$ cat config.mk
export PLATFORM = sky130hd
export DESIGN_NAME = mrbss_ctrl
export DESIGN_NICKNAME = d
export VERILOG_FILES = /design/src/rtl/mrbss_pkg.sv /design/src/rtl/mrbss_ctrl.sv
export SDC_FILE = /design/constraint.sdc
export NUM_CORES = 1
export LEC_CHECK = 0
export BUFFER_PORTS_ARGS = -buffer_cell sky130_fd_sc_hd__buf_2
export CAP_MARGIN = 10
export CORE_ASPECT_RATIO = 1.4
export CORE_UTILIZATION = 45
export DETAILED_ROUTE_END_ITERATION = 8
export PLACE_DENSITY_LB_ADDON = 0.2
export SYNTH_ARGS = -nofsm -noshare
export SYNTH_HDL_FRONTEND = slang
export SYNTH_SLANG_ARGS = --single-unit
$ cat constraint.sdc
create_clock -name clock -period 2.8 [get_ports clock]
set_input_delay 0.28 -clock clock [delete_from_list [all_inputs] [get_ports clock]]
set_output_delay 0.28 -clock clock [all_outputs]
set_load 0.02 [all_outputs]
$ cat src/rtl/mrbss_pkg.sv
// Shared types and constants of the best-short-side rectangle packer.
package mrbss_pkg;

   // Fixed width of the beat fields and configuration registers, and the reset atlas size.
   localparam int REQ_BITS = 13;
   localparam int ATLAS_RESET = 1024;

   // Configuration register indexes.
   localparam logic CSR_ATLAS_WIDTH = 1'b0;
   localparam logic CSR_ATLAS_HEIGHT = 1'b1;

   // Request action codes.
   localparam logic ACTION_INSERT = 1'b0;
   localparam logic ACTION_CLEAR = 1'b1;

   // Remainders cut from one overlapped free rectangle, in emission order.
   typedef enum logic [1:0] {
      PIECE_LEFT = 2'd0,
      PIECE_RIGHT = 2'd1,
      PIECE_TOP = 2'd2,
      PIECE_BOTTOM = 2'd3
   } piece_type;

   typedef struct packed {
      logic init;         // write the reset atlas as the only free rectangle
      logic clear;        // write the configured atlas as the only free rectangle
      logic req_load;     // capture the request beat
      logic find_clr;     // start a best-fit search
      logic find_eval;    // table read data is a search candidate
      logic rd_a_en;
      logic rd_b_en;
      logic split_clr;
      logic split_latch;  // table read data is the rectangle to split
      logic split_emit;
      piece_type piece;
      logic prune_clr;
      logic prune_load;   // split buffer read data is the rectangle under test
      logic prune_eval;   // split buffer read data is a possible container
      logic eval_same;
      logic eval_later;
      logic prune_keep;
      logic prune_done;
      logic rsp_load;
   } dp_cmd_type;

   typedef struct packed {
      logic found;
   } dp_status_type;

endpackage

$ cat src/rtl/mrbss_ctrl.sv
// Controller of the packer: sequences search, split and prune passes and the handshakes.
module mrbss_ctrl import mrbss_pkg::*; #(
   parameter int MAX_FREE_RECTS = 64,
   parameter int IDX_BITS = $clog2(MAX_FREE_RECTS),
   parameter int COUNT_BITS = $clog2(MAX_FREE_RECTS + 1)
) (
   input  logic                  clock,
   input  logic                  reset,
   input  logic                  req_valid,
   output logic                  req_stall,
   input  logic                  req_action,
   output logic                  rsp_valid,
   input  logic                  rsp_stall,
   input  logic [COUNT_BITS-1:0] free_count,
   input  logic [COUNT_BITS-1:0] split_count,
   input  dp_status_type         status,
   output dp_cmd_type            cmd,
   output logic [IDX_BITS-1:0]   rd_addr
);

   typedef enum logic [11:0] {
      S_INIT       = 12'b0000_0000_0001,
      S_IDLE       = 12'b0000_0000_0010,
      S_FIND       = 12'b0000_0000_0100,
      S_DECIDE     = 12'b0000_0000_1000,
      S_SPLIT_RD   = 12'b0000_0001_0000,
      S_SPLIT_WAIT = 12'b0000_0010_0000,
      S_SPLIT_EMIT = 12'b0000_0100_0000,
      S_PR_RD      = 12'b0000_1000_0000,
      S_PR_WAIT    = 12'b0001_0000_0000,
      S_PR_SCAN    = 12'b0010_0000_0000,
      S_PR_KEEP    = 12'b0100_0000_0000,
      S_DONE       = 12'b1000_0000_0000
   } state_type;

   state_type state_ff, state_in;
   logic [COUNT_BITS-1:0] ia_ff, ia_in, jb_ff, jb_in, ev_j_ff, ev_j_in;
   piece_type k_ff, k_in;
   logic rd_pend_ff, rd_pend_in;
   logic rsp_valid_ff, rsp_valid_in;

   always_comb begin
      state_in = state_ff;
      ia_in = ia_ff;
      jb_in = jb_ff;
      k_in = k_ff;
      ev_j_in = jb_ff;
      rd_pend_in = 1'b0;
      cmd = '0;
      cmd.piece = k_ff;
      cmd.eval_same = (ev_j_ff == ia_ff);
      cmd.eval_later = (ev_j_ff > ia_ff);
      rd_addr = ia_ff[IDX_BITS-1:0];
      req_stall = 1'b1;

      case (state_ff)
         S_INIT: begin
            cmd.init = 1'b1;
            state_in = S_IDLE;
         end
         S_IDLE: begin
            req_stall = 1'b0;
            if (req_valid) begin
               cmd.req_load = 1'b1;
               if (req_action == ACTION_CLEAR) begin
                  cmd.clear = 1'b1;
                  state_in = S_DONE;
               end else begin
                  cmd.find_clr = 1'b1;
                  jb_in = '0;
                  state_in = S_FIND;
               end
            end
         end
         S_FIND: begin
            // Reads are issued one per cycle; each is judged in the next cycle.
            cmd.find_eval = rd_pend_ff;
            rd_addr = jb_ff[IDX_BITS-1:0];
            if (jb_ff < free_count) begin
               cmd.rd_a_en = 1'b1;
               rd_pend_in = 1'b1;
               jb_in = jb_ff + COUNT_BITS'(1);
            end else begin
               state_in = S_DECIDE;
            end
         end
         S_DECIDE: begin
            if (status.found) begin
               cmd.split_clr = 1'b1;
               ia_in = '0;
               state_in = S_SPLIT_RD;
            end else begin
               state_in = S_DONE;
            end
         end
         S_SPLIT_RD: begin
            if (ia_ff < free_count) begin
               cmd.rd_a_en = 1'b1;
               state_in = S_SPLIT_WAIT;
            end else begin
               cmd.prune_clr = 1'b1;
               ia_in = '0;
               state_in = S_PR_RD;
            end
         end
         S_SPLIT_WAIT: begin
            cmd.split_latch = 1'b1;
            k_in = PIECE_LEFT;
            state_in = S_SPLIT_EMIT;
         end
         S_SPLIT_EMIT: begin
            cmd.split_emit = 1'b1;
            case (k_ff)
               PIECE_LEFT: k_in = PIECE_RIGHT;
               PIECE_RIGHT: k_in = PIECE_TOP;
               PIECE_TOP: k_in = PIECE_BOTTOM;
               default: begin
                  k_in = PIECE_LEFT;
                  ia_in = ia_ff + COUNT_BITS'(1);
                  state_in = S_SPLIT_RD;
               end
            endcase
         end
         S_PR_RD: begin
            if (ia_ff < split_count) begin
               cmd.rd_b_en = 1'b1;
               state_in = S_PR_WAIT;
            end else begin
               cmd.prune_done = 1'b1;
               state_in = S_DONE;
            end
         end
         S_PR_WAIT: begin
            cmd.prune_load = 1'b1;
            jb_in = '0;
            state_in = S_PR_SCAN;
         end
         S_PR_SCAN: begin
            cmd.prune_eval = rd_pend_ff;
            rd_addr = jb_ff[IDX_BITS-1:0];
            if (jb_ff < split_count) begin
               cmd.rd_b_en = 1'b1;
               rd_pend_in = 1'b1;
               jb_in = jb_ff + COUNT_BITS'(1);
            end else begin
               state_in = S_PR_KEEP;
            end
         end
         S_PR_KEEP: begin
            cmd.prune_keep = 1'b1;
            ia_in = ia_ff + COUNT_BITS'(1);
            state_in = S_PR_RD;
         end
         S_DONE: begin
            if (!rsp_valid_ff || !rsp_stall) begin
               cmd.rsp_load = 1'b1;
               state_in = S_IDLE;
            end
         end
         default: begin
            state_in = S_INIT;
         end
      endcase

      rsp_valid_in = rsp_valid_ff;
      if (cmd.rsp_load) begin
         rsp_valid_in = 1'b1;
      end else if (!rsp_stall) begin
         rsp_valid_in = 1'b0;
      end
   end

   always_ff @(posedge clock) begin
      if (reset) begin
         state_ff <= S_INIT;
         ia_ff <= '0;
         jb_ff <= '0;
         ev_j_ff <= '0;
         k_ff <= PIECE_LEFT;
         rd_pend_ff <= 1'b0;
         rsp_valid_ff <= 1'b0;
      end else begin
         state_ff <= state_in;
         ia_ff <= ia_in;
         jb_ff <= jb_in;
         ev_j_ff <= ev_j_in;
         k_ff <= k_in;
         rd_pend_ff <= rd_pend_in;
         rsp_valid_ff <= rsp_valid_in;
      end
   end

   assign rsp_valid = rsp_valid_ff;

endmodule

== Word-level counts from Yosys, hierarchy flattened ==
Cells that the tools add are included.

* $add $sub $neg: 2
* Magnitude comparators: 5
* Equal/unequal tests: 26
* Muxes and demuxes: 51
* Reductions and logical operators: 12

{| class="wikitable"
|+ Operators with widths
! operator !! count
|-
| $pmux W12 S12 || 1
|-
| $mux W12 || 8
|-
| $pmux W7 S4 || 2
|-
| $mux W7 || 7
|-
| $lt A7 B7 Y1 || 4
|-
| $mux W1 || 24
|-
| $ne A2 B2 Y1 const B || 10
|-
| $add A7 B1 Y7 const B || 2
|-
| $eq A12 B1 Y1 const B || 1
|-
| $eq A12 B10 Y1 const B || 1
|-
| $eq A12 B11 Y1 const B || 1
|-
| $eq A12 B12 Y1 const B || 1
|-
| $eq A12 B2 Y1 const B || 1
|-
| $eq A12 B3 Y1 const B || 1
|-
| $eq A12 B4 Y1 const B || 1
|-
| $eq A12 B5 Y1 const B || 1
|-
| $eq A12 B6 Y1 const B || 1
|-
| $eq A12 B7 Y1 const B || 1
|-
| $eq A12 B8 Y1 const B || 1
|-
| $eq A12 B9 Y1 const B || 1
|-
| $reduce_and A5 Y1 || 2
|-
| $mux W8 || 1
|-
| $reduce_bool A4 Y1 || 2
|-
| $eq A7 B7 Y1 || 1
|-
| 16 further kinds || 20
|}

* Flip-flop bits (word level): 37
* Output and inout port bits: 28
* Word-level logic and storage cells: 103

== Longest topological paths before layout ==
* Depth in word-level cells: 5
* Gate-level depth with buffers: 8
* Depth with buffers taken out: 8

== Worst setup path after synthesis ==
No wires, ideal clock.

* Path kind: reg-to-output
* From: register state_ff[7]
* To: output cmd[2] (netlist name)
* Arrival time: 1.825 ns
* Data required time: 2.520 ns
* Setup slack: 0.695 ns
* Stages on the path, launching flop included: 5
* Path buffers: 0
* Cell sequence: dfxtp_1 > nor4_4 > nand2_2 > or3_1 > nor3b_1

{| class="wikitable"
|+ RTL lines
! item !! RTL line !! RTL
|-
| start: declaration || mrbss_ctrl.sv:36 || <nowiki>state_type state_ff, state_in;</nowiki>
|-
| start signal: assignment || mrbss_ctrl.sv:183 || <nowiki>state_ff <= state_in;</nowiki>
|-
| end: declaration || mrbss_ctrl.sv:17 || <nowiki>output dp_cmd_type cmd,</nowiki>
|}

==> results.rst <==
.. list-table::
   :header-rows: 1

   * - Metric
     - Value
   * - Crit Path Category
     - reg2out
   * - Number of different library cells in the post-synthesis netlist
     - 63
   * - Proportion of synthesized flip-flops having asynchronous set or reset
     - 0
   * - Setup bufs post-CTS
     - 0
   * - Count of flip-flops with a built-in enable after synthesis
     - 0
   * - Vert. Die Dim
     - approximately 94 um
   * - First-pass GRT wire length
     - between 10 and 15 mm
   * - Total global routing track utilization
     - 0.2534
   * - Grt ovf
     - 0
   * - Flip-flop cell with the highest count after synthesis
     - sky130_fd_sc_hd__dfxtp_1
   * - Maximum clock skew at final layout
     - just over 5 ps
   * - Critical path endpoint category
     - output port
   * - End of the worst register-to-register path
     - ev_j_in[3]
   * - Worst reg-to-reg setup slack
     - approximately 640 ps
   * - Crit path arrival time
     - around 2400 ps
   * - Depth of the worst hold-timing path
     - 3
   * - NetSw
     - around 0.00033 W
   * - Synth warnings
     - 0
   * - Top cells by instance count after synthesis
     - sky130_fd_sc_hd__dfxtp_1, sky130_fd_sc_hd__ha_1, sky130_fd_sc_hd__inv_1, sky130_fd_sc_hd__nand2_1, sky130_fd_sc_hd__o21ai_0
   * - Clock tree from TritonCTS
     - done
   * - Chip Width
     - ~68 um
   * - Router iterations before antenna repair
     - 4
   * - Number of cell instances on the worst register-to-register path
     - 6
   * - Number of global-route vias before repair
     - around 2500
   * - Number of ports placed on the die boundary
     - 48
   * - Max Transition Viols Final
     - 0
   * - Post-synthesis instance total
     - between 300 and 400
   * - Synthesized area
     - between 0.002 and 0.003 mm2
   * - CTS Hold Buffers Added
     - 0
   * - Most area-consuming cells after synthesis
     - sky130_fd_sc_hd__dfxtp_1, sky130_fd_sc_hd__ha_1, sky130_fd_sc_hd__inv_1
   * - Share of synthesized area occupied by flip-flops and latches
     - 0.2717
   * - Required time of the critical path
     - about 2500 ps
   * - Number of inserted filler cells in the final layout
     - 580
   * - Post-route worst hold slack
     - ~260 ps
   * - CP peak stage delay
     - approximately 520 ps
   * - Count of unresolved DRC violations after routing
     - 0
   * - Final sum of negative setup slack
     - 0 ps
   * - Hold Violations, Final
     - 0
   * - DP HPWL
     - a little under 6 mm
   * - Cell type contributing the most total cell area after synthesis
     - sky130_fd_sc_hd__dfxtp_1
   * - Post-synthesis average cell area
     - roughly 8 um2
   * - Final setup fails
     - 0
   * - Launching point of the worst reg2reg path
     - state_ff[3]
   * - Clock latency of the later-clocked register in the worst-skew pair
     - a little under 300 ps
   * - Final worst path period need
     - approximately 2600 ps
   * - PostCTS Resize Cnt
     - 0
   * - Fraction of layout cells with a size suffix above 1
     - 0.1809
   * - Overall routed net length
     - between 7 and 8 mm
   * - Inserted Diodes
     - 0
   * - Buffer and inverter count on the worst path
     - 1
   * - Initial Util
     - 0.4650
   * - Leak pwr
     - roughly 1.5 nW
   * - I/O Buffers
     - between 40 and 50
   * - Run status
     - completed
   * - Crit start category
     - flip-flop
   * - Worst-case vdd ir drop
     - around 260 uV
   * - Crit share post-route
     - 0.9406
   * - Combinational cell fraction of total power
     - 0.131
   * - Vias per inst
     - 5.740
   * - TritonCTS Buffers
     - 5
   * - Maximum clock insertion buffer count
     - 2
   * - GPL Wtd Cong
     - 0.8464
   * - Critical Path Fanout Max
     - 6
   * - Number of sinks on the clock net
     - 37
   * - Final layout net count
     - about 440
   * - PD cells
     - around 410 mW/mm2
   * - Share of the synthesized area in the top cell type
     - 0.2717
   * - Layout Area Growth over Synthesis
     - 16.02%
   * - CTS Root Cell
     - sky130_fd_sc_hd__clkbuf_8
   * - Largest net degree at the start of global routing
     - 29
   * - Headroom to the max-slew limit
     - 0.6437
   * - Max-cap violation count
     - 0
   * - Crit path max-delay cell type
     - sky130_fd_sc_hd__nor4_2
   * - Internal Pwr Total
     - 0.0009570 W
   * - HP Class
     - in2reg
   * - Antenna violations before repair
     - 0
   * - Synthesized Nets
     - 393
   * - Library cell with the highest instance count after synthesis
     - sky130_fd_sc_hd__dfxtp_1
   * - Routed len/inst
     - approximately 16 um
   * - Row count
     - 33
   * - Detailed router's first-iteration violation count
     - around 120
   * - Final Total Pwr
     - approximately 0.0013 W
   * - Unrepaired setup endpoints after global routing
     - false
   * - Number of antenna-violating nets in the routed design
     - 0
   * - CORE AREA
     - between 0.005 and 0.006 mm2
   * - Slew at the pin closest to its max-slew limit
     - around 530 ps
   * - Part of the total power dissipated in sequential elements
     - 0.425
   * - Endpoint with the worst hold slack
     - rsp_valid
   * - Switching share of power
     - 0.2554
   * - Kind of cell adding the most delay to the critical path
     - simple AND/OR/NAND/NOR gates
   * - Highest clock frequency the design can meet
     - 379.7 MHz
   * - Flip-flop and latch count after synthesis
     - 37
   * - Launch point of the worst hold path
     - rsp_stall
   * - Die Footprint
     - roughly 0.0064 mm2
   * - Critical Path, Cell by Cell
     - nor4_2 > nand2_2 > or3_1 > nor3b_1 > buf_2
   * - Vias after detailed routing
     - 2623
   * - H-tree level count
     - 2
   * - Clock network fraction of total power
     - 0.445
   * - Clock Pin Slew Worst Setup and Hold Paths
     - approximately 80 ps
## through the flow
stage / std cells / utilization / setup slack [ps] / cell area (um2)
floorplan: 337 / - / 694.7 / 2726
detailed placement: 449 / 0.5160 / 494.6 / 3025
global route: 457 / 0.5395 / 5.959 / 3163
global placement: 449 / 0.5160 / 409.4 / 3025
CTS: 457 / 0.5395 / 143.2 / 3163
finish: 457 / 0.5395 / 166.4 / 3163
## tightest hold or removal path, stage by stage
cell and delay [ps]:
sky130_fd_sc_hd__buf_2 100, sky130_fd_sc_hd__nand2_1 70, sky130_fd_sc_hd__a21oi_1 60
## cells by family after synthesis
group           count (synthesis)  share of synthesized area
compound gates                 81                     0.1932
simple gates                  142                     0.3047
xor+xnor                        3                   0.009639
flops                          37                     0.2717
fa+ha+maj                      36                     0.1652
buf+inv                        38                    0.05553
## layer usage
metal / share of wire / up-vias / track usage
met4: 0.022 / 0 / 0.08333
li1: - / 1323 / -
met5: 0 / - / 0
met3: 0.025 / 12 / 0.03762
met2: 0.54 / 57 / 0.4810
met1: 0.41 / 1231 / 0.2729
## area by class of cell
| type | instances | area [um2] | area share |
|---|---|---|---|
| Clock buffer | 5 | 68.82 | 0.02176 |
| Clock inverter | 3 | 68.82 | 0.02176 |
| Inverter | 32 | 120.1 | 0.03797 |
| Multi-Input combinational cell | 262 | 1834 | 0.5799 |
| Sequential cell | 37 | 740.7 | 0.2342 |
| Tap cell | 70 | 87.58 | 0.02769 |
| Timing Repair Buffer | 48 | 242.7 | 0.07674 |
## flip-flops by register name, summed over array words and instances, names as in the netlist
name	flops
ev_j_ff	7
ev_j_in	7
ia_ff	7
k_ff	2
rd_pend_ff	1
rsp_valid	1
state_ff	12
## worst max-delay path by stage
stage	start	endpoint	slack, ps	cells past startpoint
finish	state_ff[3]	cmd[2]	170	5
detailed placement	state_ff[3]	cmd[2]	490	5
global placement	state_ff[3]	cmd[2]	410	5
CTS	state_ff[3]	cmd[2]	140	5
floorplan	state_ff[7]	cmd[2]	690	4
global route	state_ff[3]	cmd[2]	6	5
## placed cells by master (no fill, tap or decap), types with 3 or more instances in the layout
cell	instances
sky130_fd_sc_hd__buf_2	47
sky130_fd_sc_hd__dfxtp_1	37
sky130_fd_sc_hd__ha_1	36
sky130_fd_sc_hd__inv_1	32
sky130_fd_sc_hd__nand2_1	31
sky130_fd_sc_hd__o21ai_0	22
sky130_fd_sc_hd__a21oi_1	21
sky130_fd_sc_hd__nor2_1	19
sky130_fd_sc_hd__nand3_1	16
sky130_fd_sc_hd__nor2b_1	11
sky130_fd_sc_hd__nor3_1	6
sky130_fd_sc_hd__nand4_1	6
sky130_fd_sc_hd__and3_1	6
sky130_fd_sc_hd__a31oi_1	6
sky130_fd_sc_hd__and2b_1	5
sky130_fd_sc_hd__nand2b_1	5
sky130_fd_sc_hd__o211ai_1	5
sky130_fd_sc_hd__clkbuf_8	5
sky130_fd_sc_hd__and2_1	4
sky130_fd_sc_hd__a21o_1	4
sky130_fd_sc_hd__or4_1	4
sky130_fd_sc_hd__or3_1	3
## power by group through the flow
stage	Sequential, W	Combinational (W)	Clock, W
after floorplan	0.000556	0.000117	0
after global routing	0.000548	0.000185	0.000607
after CTS	0.000546	0.000168	0.000580
after global placement	0.000558	0.000167	0
final	0.000546	0.000168	0.000572
after detailed placement	0.000558	0.000167	0
Power figures use the tool's default switching activity.
